File: src/rtl/core/cdconv_pkg.sv
package cdconv_pkg;

    // Depth of both conversion pipelines, input register to result register
    localparam int LATENCY    = 8;
    localparam int FWD_STAGES = 5;
    localparam int FWD_PAD    = LATENCY - FWD_STAGES;

    // Day count offsets
    localparam int unsigned EPOCH_SHIFT  = 719468;
    localparam int unsigned DAYS_PER_ERA = 146097;
    // Epoch shift plus one era: the era index is stored biased by one
    localparam int unsigned FWD_OFFSET   = EPOCH_SHIFT + DAYS_PER_ERA;
    // Epoch shift plus 24 eras: keeps the inverse dividend non-negative
    localparam int unsigned INV_BIAS     = EPOCH_SHIFT + 24 * DAYS_PER_ERA;
    localparam int unsigned INV_ERA_BIAS = 24 * 400;

    // Reciprocals: M = ceil(2^k / d), k = operand bits + clog2(d),
    // so that (v * M) >> k equals v / d over the whole operand range.
    localparam logic [15:0] M_DIV400    = 16'(((64'd1 << 24) + 64'd399) / 64'd400);
    localparam logic [14:0] M_DIV25     = 15'(((64'd1 << 19) + 64'd24) / 64'd25);
    localparam logic [14:0] M_DIV125    = 15'(((64'd1 << 21) + 64'd124) / 64'd125);
    localparam logic [18:0] M_MOD7      = 19'(((64'd1 << 21) + 64'd6) / 64'd7);
    localparam logic [24:0] M_ERA       = 25'(((64'd1 << 42) + 64'd146096) / 64'd146097);
    localparam logic [18:0] M_DIV1460   = 19'(((64'd1 << 29) + 64'd1459) / 64'd1460);
    localparam logic [18:0] M_DIV36524  = 19'(((64'd1 << 34) + 64'd36523) / 64'd36524);
    localparam logic [18:0] M_DIV146096 = 19'(((64'd1 << 36) + 64'd146095) / 64'd146096);
    localparam logic [18:0] M_DIV365    = 19'(((64'd1 << 27) + 64'd364) / 64'd365);
    localparam logic [11:0] M_DIV153    = 12'(((64'd1 << 19) + 64'd152) / 64'd153);

    typedef struct packed {
        logic signed [22:0] day_number;
        logic               date_valid;
        logic [2:0]         weekday;
    } t_fwd_res;

    typedef struct packed {
        logic [13:0] out_year;
        logic [3:0]  out_month;
        logic [4:0]  out_day;
    } t_inv_res;

    typedef struct packed {
        t_fwd_res fwd;
        t_inv_res inv;
    } t_result;

    // First day of each month in a March-based year, (153 * mp + 2) / 5
    function automatic logic [8:0] month_start(input logic [3:0] mp);
        logic [8:0] r;
        unique case (mp)
            4'd0:    r = 9'd0;
            4'd1:    r = 9'd31;
            4'd2:    r = 9'd61;
            4'd3:    r = 9'd92;
            4'd4:    r = 9'd122;
            4'd5:    r = 9'd153;
            4'd6:    r = 9'd184;
            4'd7:    r = 9'd214;
            4'd8:    r = 9'd245;
            4'd9:    r = 9'd275;
            4'd10:   r = 9'd306;
            4'd11:   r = 9'd337;
            default: r = 9'd0;
        endcase
        return r;
    endfunction

    // Month length in a common year, January is 1
    function automatic logic [4:0] month_len(input logic [3:0] month);
        logic [4:0] r;
        unique case (month)
            4'd1, 4'd3, 4'd5, 4'd7, 4'd8, 4'd10, 4'd12: r = 5'd31;
            4'd4, 4'd6, 4'd9, 4'd11:                   r = 5'd30;
            4'd2:                                      r = 5'd28;
            default:                                   r = 5'd0;
        endcase
        return r;
    endfunction

    // yoe / 100 for a year of era below 400
    function automatic logic [1:0] hundreds_of(input logic [8:0] yoe);
        return 2'(yoe >= 9'd100) + 2'(yoe >= 9'd200) + 2'(yoe >= 9'd300);
    endfunction

endpackage

File: src/rtl/core/cdconv_fwd.sv
// Civil date to day number, validity and weekday
module cdconv_fwd (
    input  logic                  i_clk,
    input  logic                  i_en,
    input  logic [13:0]           i_year,
    input  logic [3:0]            i_month,
    input  logic [4:0]            i_day,
    output cdconv_pkg::t_fwd_res  o_res
);

    // stage 1: shifted year, day of year, reciprocal products
    logic              early;
    logic              mok;
    logic [14:0]       v;
    logic [3:0]        mp;
    logic signed [9:0] doy;

    logic [14:0]       r1_v;
    logic [30:0]       r1_p400;
    logic [28:0]       r1_p25;
    logic [28:0]       r1_p125;
    logic [13:0]       r1_year;
    logic [4:0]        r1_day;
    logic [4:0]        r1_mlen;
    logic              r1_feb;
    logic              r1_mok;
    logic signed [9:0] r1_doy;

    assign mok   = (i_month >= 4'd1) && (i_month <= 4'd12);
    assign early = (i_month <= 4'd2);
    assign v     = 15'(i_year) + 15'd400 - 15'(early);
    assign mp    = early ? i_month + 4'd9 : i_month - 4'd3;
    assign doy   = $signed({1'b0, cdconv_pkg::month_start(mp)})
                 + $signed({5'd0, i_day}) - 10'sd1;

    always_ff @(posedge i_clk) begin
        if (i_en) begin
            r1_v    <= v;
            r1_p400 <= 31'(v) * 31'(cdconv_pkg::M_DIV400);
            r1_p25  <= 29'(i_year) * 29'(cdconv_pkg::M_DIV25);
            r1_p125 <= 29'(i_year) * 29'(cdconv_pkg::M_DIV125);
            r1_year <= i_year;
            r1_day  <= i_day;
            r1_mlen <= cdconv_pkg::month_len(i_month);
            r1_feb  <= (i_month == 4'd2);
            r1_mok  <= mok;
            r1_doy  <= doy;
        end
    end

    // stage 2: era and year of era, leap rule with the 4000-year exception
    logic [5:0]  q400;
    logic [8:0]  yoe;
    logic [9:0]  q25;
    logic [7:0]  q125;
    logic        z25;
    logic        z125;
    logic        leap;
    logic [4:0]  len;
    logic        valid;

    logic [8:0]        r2_yoe;
    logic [5:0]        r2_q400;
    logic signed [9:0] r2_doy;
    logic              r2_valid;
    logic              r2_mok;

    assign q400  = r1_p400[29:24];
    assign yoe   = 9'(r1_v - 15'(q400) * 15'd400);
    assign q25   = r1_p25[28:19];
    assign q125  = r1_p125[28:21];
    assign z25   = (r1_year == 14'(14'(q25) * 14'd25));
    assign z125  = (r1_year == 14'(14'(q125) * 14'd125));
    assign leap  = (r1_year[1:0] == 2'd0)
                && (!z25 || ((r1_year[3:0] == 4'd0) && !((r1_year[4:0] == 5'd0) && z125)));
    assign len   = r1_mlen + 5'(r1_feb && leap);
    assign valid = r1_mok && (r1_day != 5'd0) && (r1_day <= len);

    always_ff @(posedge i_clk) begin
        if (i_en) begin
            r2_yoe   <= yoe;
            r2_q400  <= q400;
            r2_doy   <= r1_doy;
            r2_valid <= valid;
            r2_mok   <= r1_mok;
        end
    end

    // stage 3: day of era
    logic [17:0]        base;
    logic signed [18:0] r3_doe;
    logic [5:0]         r3_q400;
    logic               r3_valid;
    logic               r3_mok;

    assign base = 18'(r2_yoe) * 18'd365 + 18'(r2_yoe[8:2])
                - 18'(cdconv_pkg::hundreds_of(r2_yoe));

    always_ff @(posedge i_clk) begin
        if (i_en) begin
            r3_doe   <= $signed({1'b0, base}) + 19'(r2_doy);
            r3_q400  <= r2_q400;
            r3_valid <= r2_valid;
            r3_mok   <= r2_mok;
        end
    end

    // stage 4: day number; weekday reduction product (an era is whole weeks,
    // and day zero of an era is a Wednesday)
    logic signed [31:0] dn;
    logic [17:0]        s;

    logic signed [22:0] r4_dn;
    logic [17:0]        r4_s;
    logic [36:0]        r4_pw;
    logic               r4_valid;
    logic               r4_mok;

    assign dn = $signed({26'd0, r3_q400}) * 32'sd146097 + 32'(r3_doe)
              - $signed(32'(cdconv_pkg::FWD_OFFSET));
    assign s  = 18'(r3_doe + 19'sd3);

    always_ff @(posedge i_clk) begin
        if (i_en) begin
            r4_dn    <= dn[22:0];
            r4_s     <= s;
            r4_pw    <= 37'(s) * 37'(cdconv_pkg::M_MOD7);
            r4_valid <= r3_valid;
            r4_mok   <= r3_mok;
        end
    end

    // stage 5: weekday remainder, zero the fields for a month out of range
    logic [14:0] q7;
    logic [2:0]  wd;
    cdconv_pkg::t_fwd_res r5_res;

    assign q7 = r4_pw[35:21];
    assign wd = 3'(r4_s - 18'(q7) * 18'd7);

    always_ff @(posedge i_clk) begin
        if (i_en) begin
            r5_res.day_number <= r4_mok ? r4_dn : 23'sd0;
            r5_res.date_valid <= r4_valid;
            r5_res.weekday    <= r4_mok ? wd : 3'd0;
        end
    end

    // balance latency against the inverse path
    cdconv_pkg::t_fwd_res r_dly [cdconv_pkg::FWD_PAD];

    always_ff @(posedge i_clk) begin
        if (i_en) begin
            r_dly[0] <= r5_res;
            for (int i = 1; i < cdconv_pkg::FWD_PAD; i++) begin
                r_dly[i] <= r_dly[i-1];
            end
        end
    end

    assign o_res = r_dly[cdconv_pkg::FWD_PAD-1];

endmodule

File: src/rtl/core/cdconv_inv.sv
// Day count to civil date
module cdconv_inv (
    input  logic                  i_clk,
    input  logic                  i_en,
    input  logic signed [22:0]    i_day_count,
    output cdconv_pkg::t_inv_res  o_res
);

    // stage 1: biased dividend and era product
    logic [23:0] w;
    logic [23:0] r1_w;
    logic [48:0] r1_p;

    assign w = 24'(25'(i_day_count) + $signed(25'(cdconv_pkg::INV_BIAS)));

    always_ff @(posedge i_clk) begin
        if (i_en) begin
            r1_w <= w;
            r1_p <= 49'(w) * 49'(cdconv_pkg::M_ERA);
        end
    end

    // stage 2: era (biased) and day of era
    logic [5:0]  q;
    logic [5:0]  r2_q;
    logic [17:0] r2_doe;

    assign q = r1_p[47:42];

    always_ff @(posedge i_clk) begin
        if (i_en) begin
            r2_q   <= q;
            r2_doe <= 18'(r1_w - 24'(q) * 24'd146097);
        end
    end

    // stage 3: leap correction products
    logic [36:0] r3_a;
    logic [36:0] r3_b;
    logic [36:0] r3_c;
    logic [17:0] r3_doe;
    logic [5:0]  r3_q;

    always_ff @(posedge i_clk) begin
        if (i_en) begin
            r3_a   <= 37'(r2_doe) * 37'(cdconv_pkg::M_DIV1460);
            r3_b   <= 37'(r2_doe) * 37'(cdconv_pkg::M_DIV36524);
            r3_c   <= 37'(r2_doe) * 37'(cdconv_pkg::M_DIV146096);
            r3_doe <= r2_doe;
            r3_q   <= r2_q;
        end
    end

    // stage 4: day of era with leap days taken out
    logic [17:0] r4_t;
    logic [17:0] r4_doe;
    logic [5:0]  r4_q;

    always_ff @(posedge i_clk) begin
        if (i_en) begin
            r4_t   <= r3_doe - 18'(r3_a[35:29]) + 18'(r3_b[36:34]) - 18'(r3_c[36]);
            r4_doe <= r3_doe;
            r4_q   <= r3_q;
        end
    end

    // stage 5: year of era product
    logic [36:0] r5_p;
    logic [17:0] r5_doe;
    logic [5:0]  r5_q;

    always_ff @(posedge i_clk) begin
        if (i_en) begin
            r5_p   <= 37'(r4_t) * 37'(cdconv_pkg::M_DIV365);
            r5_doe <= r4_doe;
            r5_q   <= r4_q;
        end
    end

    // stage 6: year of era and day of year
    logic [8:0]  yoe;
    logic [17:0] base;
    logic [8:0]  r6_yoe;
    logic [8:0]  r6_doy;
    logic [5:0]  r6_q;

    assign yoe  = r5_p[35:27];
    assign base = 18'(yoe) * 18'd365 + 18'(yoe[8:2])
                - 18'(cdconv_pkg::hundreds_of(yoe));

    always_ff @(posedge i_clk) begin
        if (i_en) begin
            r6_yoe <= yoe;
            r6_doy <= 9'(r5_doe - base);
            r6_q   <= r5_q;
        end
    end

    // stage 7: month product
    logic [10:0] x;
    logic [22:0] r7_p;
    logic [8:0]  r7_doy;
    logic [8:0]  r7_yoe;
    logic [5:0]  r7_q;

    assign x = 11'(r6_doy) * 11'd5 + 11'd2;

    always_ff @(posedge i_clk) begin
        if (i_en) begin
            r7_p   <= 23'(x) * 23'(cdconv_pkg::M_DIV153);
            r7_doy <= r6_doy;
            r7_yoe <= r6_yoe;
            r7_q   <= r6_q;
        end
    end

    // stage 8: month, day and year, January and February fall in the next year
    logic [3:0]         mp;
    logic               late;
    logic signed [16:0] y;
    cdconv_pkg::t_inv_res r8_res;

    assign mp   = r7_p[22:19];
    assign late = (mp >= 4'd10);
    assign y    = $signed({8'd0, r7_yoe}) + $signed({11'd0, r7_q}) * 17'sd400
                - $signed(17'(cdconv_pkg::INV_ERA_BIAS)) + $signed({16'd0, late});

    always_ff @(posedge i_clk) begin
        if (i_en) begin
            r8_res.out_year  <= y[13:0];
            r8_res.out_month <= late ? mp - 4'd9 : mp + 4'd3;
            r8_res.out_day   <= 5'(r7_doy - cdconv_pkg::month_start(mp) + 9'd1);
        end
    end

    assign o_res = r8_res;

endmodule

File: src/rtl/core/cdconv_skid.sv
// Output register with one skid entry; room is a registered flag
module cdconv_skid (
    input  logic                 i_clk,
    input  logic                 i_rst_n,
    input  logic                 i_push,
    input  cdconv_pkg::t_result  i_data,
    output logic                 o_room,
    output logic                 o_valid,
    input  logic                 i_ready,
    output cdconv_pkg::t_result  o_data
);

    logic                r_ov;
    logic                r_skv;
    cdconv_pkg::t_result r_out;
    cdconv_pkg::t_result r_sk;
    logic                fire;

    assign fire = r_ov && i_ready;

    always_ff @(posedge i_clk) begin
        if (!i_rst_n) begin
            r_ov  <= 1'b0;
            r_skv <= 1'b0;
        end else if (r_skv) begin
            if (fire) begin
                r_skv <= 1'b0;
            end
        end else if (i_push) begin
            if (r_ov && !fire) begin
                r_skv <= 1'b1;
            end else begin
                r_ov <= 1'b1;
            end
        end else if (fire) begin
            r_ov <= 1'b0;
        end
    end

    always_ff @(posedge i_clk) begin
        if (r_skv) begin
            if (fire) begin
                r_out <= r_sk;
            end
        end else if (i_push) begin
            if (r_ov && !fire) begin
                r_sk <= i_data;
            end else begin
                r_out <= i_data;
            end
        end
    end

    assign o_room  = !r_skv;
    assign o_valid = r_ov;
    assign o_data  = r_out;

endmodule

File: src/rtl/core/civil_date_day_number_converter_unit.sv
// Channel   | Dir | Payload (lowest bit first)                          | Handshake
// ----------+-----+-----------------------------------------------------+-----------------
// s (input) | in  | tdata: year, month, day, day_count, zero pad to 48   | tvalid / tready
// m (result)| out | tdata: day_number, weekday, out_year, out_month,     | tvalid / tready
//           |     |        out_day, zero pad to 56; tuser: date_valid     |
//
// One item a cycle is taken and one result item a cycle leaves while the result
// side keeps accepting; items pass eight pipeline stages plus the output register.
// Both conversions run side by side in eight-stage pipelines, the forward one padded with
// delay stages; most working stages hold one reciprocal multiply, which sets the clock.
// Reset (synchronous, active low) clears the stage valid bits and the output
// register flags; payload registers are not reset.
// A stalled result side fills the output register and then the skid entry;
// only then does the whole pipeline hold and tready on the input side drop.
module civil_date_day_number_converter_unit (
    input  logic        i_clk,
    input  logic        i_rst_n,
    input  logic        i_s_tvalid,
    output logic        o_s_tready,
    input  logic [47:0] i_s_tdata,    // year[13:0], month[17:14], day[22:18], day_count[45:23]
    output logic        o_m_tvalid,
    input  logic        i_m_tready,
    output logic [55:0] o_m_tdata,    // day_number[22:0], weekday[25:23], out_year[39:26],
                                      // out_month[43:40], out_day[48:44]
    output logic [0:0]  o_m_tuser     // date_valid[0]
);

    localparam int LAT = cdconv_pkg::LATENCY;

    logic                 w_en;
    logic [LAT-1:0]       r_vld;
    cdconv_pkg::t_fwd_res w_fwd;
    cdconv_pkg::t_inv_res w_inv;
    cdconv_pkg::t_result  w_res;
    cdconv_pkg::t_result  w_out;

    // Advance every stage together whenever the skid entry is free
    assign o_s_tready = w_en;

    // Track which stages hold a live item; bubbles travel as cleared bits
    always_ff @(posedge i_clk) begin
        if (!i_rst_n) begin
            r_vld <= '0;
        end else if (w_en) begin
            r_vld <= {r_vld[LAT-2:0], i_s_tvalid};
        end
    end

    // Date to day number, validity and weekday
    cdconv_fwd u_fwd (
        .i_clk   (i_clk),
        .i_en    (w_en),
        .i_year  (i_s_tdata[13:0]),
        .i_month (i_s_tdata[17:14]),
        .i_day   (i_s_tdata[22:18]),
        .o_res   (w_fwd)
    );

    // Day count back to a date
    cdconv_inv u_inv (
        .i_clk       (i_clk),
        .i_en        (w_en),
        .i_day_count (i_s_tdata[45:23]),
        .o_res       (w_inv)
    );

    assign w_res.fwd = w_fwd;
    assign w_res.inv = w_inv;

    // Hold finished results apart from the pipeline so it keeps moving
    cdconv_skid u_skid (
        .i_clk   (i_clk),
        .i_rst_n (i_rst_n),
        .i_push  (w_en && r_vld[LAT-1]),
        .i_data  (w_res),
        .o_room  (w_en),
        .o_valid (o_m_tvalid),
        .i_ready (i_m_tready),
        .o_data  (w_out)
    );

    assign o_m_tdata = {7'd0, w_out.inv.out_day, w_out.inv.out_month, w_out.inv.out_year,
                        w_out.fwd.weekday, w_out.fwd.day_number};
    assign o_m_tuser = w_out.fwd.date_valid;

endmodule
File: config.mk
export PLATFORM = sky130hd
export DESIGN_NAME = civil_date_day_number_converter_unit
export DESIGN_NICKNAME = d
export VERILOG_FILES = /design/src/rtl/core/cdconv_pkg.sv /design/src/rtl/core/cdconv_fwd.sv /design/src/rtl/core/cdconv_inv.sv /design/src/rtl/core/cdconv_skid.sv /design/src/rtl/core/civil_date_day_number_converter_unit.sv
export SDC_FILE = /design/constraint.sdc
export NUM_CORES = 2
export LEC_CHECK = 0
export BUFFER_PORTS_ARGS = -buffer_cell sky130_fd_sc_hd__buf_4
export CORE_ASPECT_RATIO = 0.5
export CORE_MARGIN = 1
export CORE_UTILIZATION = 35
export CTS_CLUSTER_SIZE = 24
export DETAILED_ROUTE_END_ITERATION = 12
export GPL_TIMING_DRIVEN = 0
export PLACE_DENSITY = 0.5
export RECOVER_POWER = 50
export SLEW_MARGIN = 20
export SYNTH_ARGS = -nofsm -noshare
export SYNTH_HDL_FRONTEND = slang
export SYNTH_HIERARCHICAL = 1
export SYNTH_SLANG_ARGS = --single-unit
File: constraint.sdc
create_clock -name i_clk -period 12.4 [get_ports i_clk]
set_input_delay 0.62 -clock i_clk [delete_from_list [all_inputs] [get_ports i_clk]]
set_output_delay 0.62 -clock i_clk [all_outputs]
set_load 0.02 [all_outputs]
==> summary.txt <==
Yosys
  – Top cell type's share of synthesized area: 26.1%
  – Synth cell types: 88
  – Mapped Avg Cell Area: 11.4 sq um
  – Post-Syn Area: 0.0727 sq mm
  – Asr flop ratio synth: 0%
  – Post-synth EDFFs: 570
  – Synth top area cells: ha_1 26%, fa_1 26%, edfxtp_1 24%, inv_1 9.0%, xnor2_1 3.0%
  – Synth Flop Type: edfxtp_1
  – Most common cell in the netlist: inv_1
  – Register area share after synthesis: 23.9%
  – Largest area contributor in the netlist: ha_1
  – Yosys warns: 6
  – Cells after Synth: 6,369
  – Commonest cells post-synth: 1,735 x inv_1, 1,518 x ha_1, 939 x fa_1
  – Number of synthesized register bits: 585

Clocking
  – CTS H-tree lvls: 2
  – CTS buffer count: 61
  – Clock-pin slew on the worst setup and hold paths: 0.06 ns
  – Clock tree sinks: 585
  – Number of post-CTS setup repair buffers: 0
  – Longest Clk Path Bufs: 3
  – Clk root buf: clkbuf_16
  – Hold_buf cts: 0
  – Worst-Skew Late Latency: 0.71 ns
  – CTS tree: done
  – PostCTS Resize Cnt: 0

Worst setup path
  – CP Class: input pin to flip-flop
  – Worst-path maximum fanout: 10
  – Slack of the worst reg-to-reg path: 4.64 ns
  – Launching point of the worst reg2reg path: u_inv/r6_doy[1]$_DFFE_PP_
  – Startpoint types: input pin
  – WP buf/inv: 6
  – Setup crit end kind: flip-flop
  – Top delay family on crit path: adder cells
  – R2r worst-path depth: 30
  – Slowest-stage cell, CP: xnor2_1
  – Slowest stage delay, CP: 0.77 ns
  – CP arrival: 9.95 ns
  – CP required: 12.84 ns

Final layout
  – Fillers: 20.2k
  – Design Area, Final: 0.0789 sq mm
  – Non-filler cells, final: 9,351
  – Layout cells sized above 1: 3.54%
  – # nets final: 9,070
  – # diodes: 0
  – Final Util: 38.5%
  – Synth-to-layout area growth: 8.53%

Floorplanning
  – Die W: 647 microns
  – I/O pin count: 111
  – DIE AREA: 0.210 sq mm
  – Core area: 0.205 sq mm
  – # rows: 117
  – Die Y: 324 microns
  – Starting density of the core: 35.5%

STA
  – Final Setup Violations: 0
  – Relative slew margins: -24.2%
  – Worst-Margin Slew: 1.86 ns
  – Hold violation count in the final report: 0
  – RSZ-0062 raised after global routing: no
  – Peak Freq: 105 MHz
  – Max-slew violation count: 62
  – Period minus WS final: 9.51 ns
  – Setup Skew: 0.0757 ns
  – Period utilization: 76.7%

Drt
  – Vias: 41.7k
  – DR vias/cell: 4.46
  – Antenna Nets Post-Route: 0
  – Residual DRC: 0
  – Initial DRC Count: 1,633
  – Pre-antenna DRT Iters: 5
  – Routed WL per cell: 15.7 microns
  – Routed WL: 147,000 microns

Placed design
  – Routability cong.: 0.855
  – Number of port buffers: 100
  – DP HPWL: 125,000 microns
  – Post-place instance area: 0.0775 sq mm
  – Number of placed cells counting well taps: 9,233

Job
  – Maxcap violations: 3

Status
  – Failing checks: capacitance limit, slew limit
  – Status: finished, violations left

Worst hold path
  – Hold-critical path endpoint: u_skid/r_skv$_SDFF_PN0_
  – Worst hold path class: input pin to flip-flop
  – Cell count of the worst hold path: 2
  – Hold Crit Start: i_m_tready

Global routing
  – M1 GR Usage: 21.6%
  – M2 GR Usage: 23.2%
  – Global-route wire length before repair: 243,000 microns
  – Largest net degree at the start of global routing: 41
  – Initial antenna violation count: 2
  – Tot GR Track Use: 14.5%
  – GRT met3 Usage: 1.28%
  – Vias in the first global route: 44.3k
  – Overflow after GRT: 0
  – GR peak layer: met2
## kinds of logic after synthesis
kind of cell / Yosys count / share of synthesized area, %
XOR/XNOR: 333 / 4.03
adder cells (fa/ha/maj): 2457 / 52.0
buffers and inverters: 1787 / 9.47
other: 1 / 0.00516
flip-flops: 585 / 23.9
AND/OR/NAND/NOR: 566 / 3.98
multiplexers: 64 / 1.22
AO/OA/AOI/OAI: 576 / 5.39
## layout by cell type (no fill, tap or decap), types with 33 or more instances in the layout
cell type  Yosys  routed
xnor2_1      245     238
buf_4         34      33
nor2b_1       37      37
nor3_1        68      67
ha_1        1518    1518
o21ai_0       83      83
a21o_1        78      78
edfxtp_1     570     570
clkbuf_16      0      61
nand3_1       57      57
nor2_1       132     132
clkbuf_1      11     113
o21a_1        38      38
mux2_1         0      42
nand2_1       92      92
a21oi_1      162     161
fa_1         939     939
inv_1       1735    1734
xor2_1        87      84
## worst max-delay path by stage
stage / start / endpoint / slack, ns / cells past startpoint
6_report: i_s_tdata[14] / u_fwd/r1_p400[28]$_DFFE_PP_ / 2.89 / 35
2_1_floorplan: u_skid/r_skv$_SDFF_PN0_ / u_skid/r_sk[0]$_DFFE_PP_ / 3.22 / 3
5_1_grt: i_s_tdata[14] / u_fwd/r1_p400[28]$_DFFE_PP_ / 2.33 / 35
3_3_place_gp: u_skid/r_skv$_SDFF_PN0_ / u_skid/r_sk[10]$_DFFE_PP_ / -0.78 / 3
3_5_place_dp: i_s_tdata[14] / u_fwd/r1_p400[28]$_DFFE_PP_ / 2.13 / 35
4_1_cts: i_s_tdata[14] / u_fwd/r1_p400[28]$_DFFE_PP_ / 2.86 / 35
## registers in the layout, indices dropped and copies added (netlist names), 10 cells and up, named ones only
| name | flops |
|---|---|
| u_inv/r1_w | 18 |
| u_inv/o_res | 23 |
| u_fwd/r_dly | 81 |
| u_skid/o_data | 50 |
| u_inv/r3_doe | 16 |
| u_inv/r4_t | 18 |
| u_fwd/r2_doy | 10 |
| u_fwd/r1_p25 | 10 |
| u_fwd/r3_doe | 19 |
| u_fwd/r1_year | 14 |
| u_fwd/r5_res | 27 |
| u_skid/r_sk | 50 |
| u_fwd/r1_doy | 10 |
| u_inv/r2_doe | 18 |
| u_fwd/r4_dn | 23 |
## per-stage QoR
stage,TNS (ns),setup WS [ns],hold slack (ns)
floorplan,0,3.22,0.400
global placement,-54.42,-0.783,0.401
detailed placement,0,2.13,0.405
CTS,0,2.86,0.0908
global route,0,2.33,0.112
finish,0,2.89,0.152
## per-layer routing
metal  vias to the layer above  wire length, microns
met1                     20200                 75900
met4                         0                  2360
met2                       312                 65700
met3                       133                  3000
li1                      21000                     -
met5                         -                     0
## worst register-to-register path, delay by kind of cell (launching register included)
family / cells / cell delay, ns
mux: 1 / 0.16
compound gates: 12 / 2.27
xor+xnor: 1 / 0.18
flops: 1 / 0.51
buf+inv: 3 / 0.20
simple gates: 4 / 0.69
fa+ha+maj: 9 / 3.68
## final cells by class
cell class | instances | area [sq um] | share of cell area [%]
buffer | 52 | 289 | 0.366
clock buffer | 68 | 1570 | 1.99
clock inverter | 48 | 503 | 0.637
inverter | 1735 | 6510 | 8.25
multi-input combinational | 4003 | 48400 | 61.3
sequential | 585 | 17400 | 22.1
tap | 2737 | 3420 | 4.34
timing repair buffer | 123 | 832 | 1.05
Power is left out: the tool's default activity adds up to more than one toggle a clock period on the data nets, which glitch-free logic cannot reach.
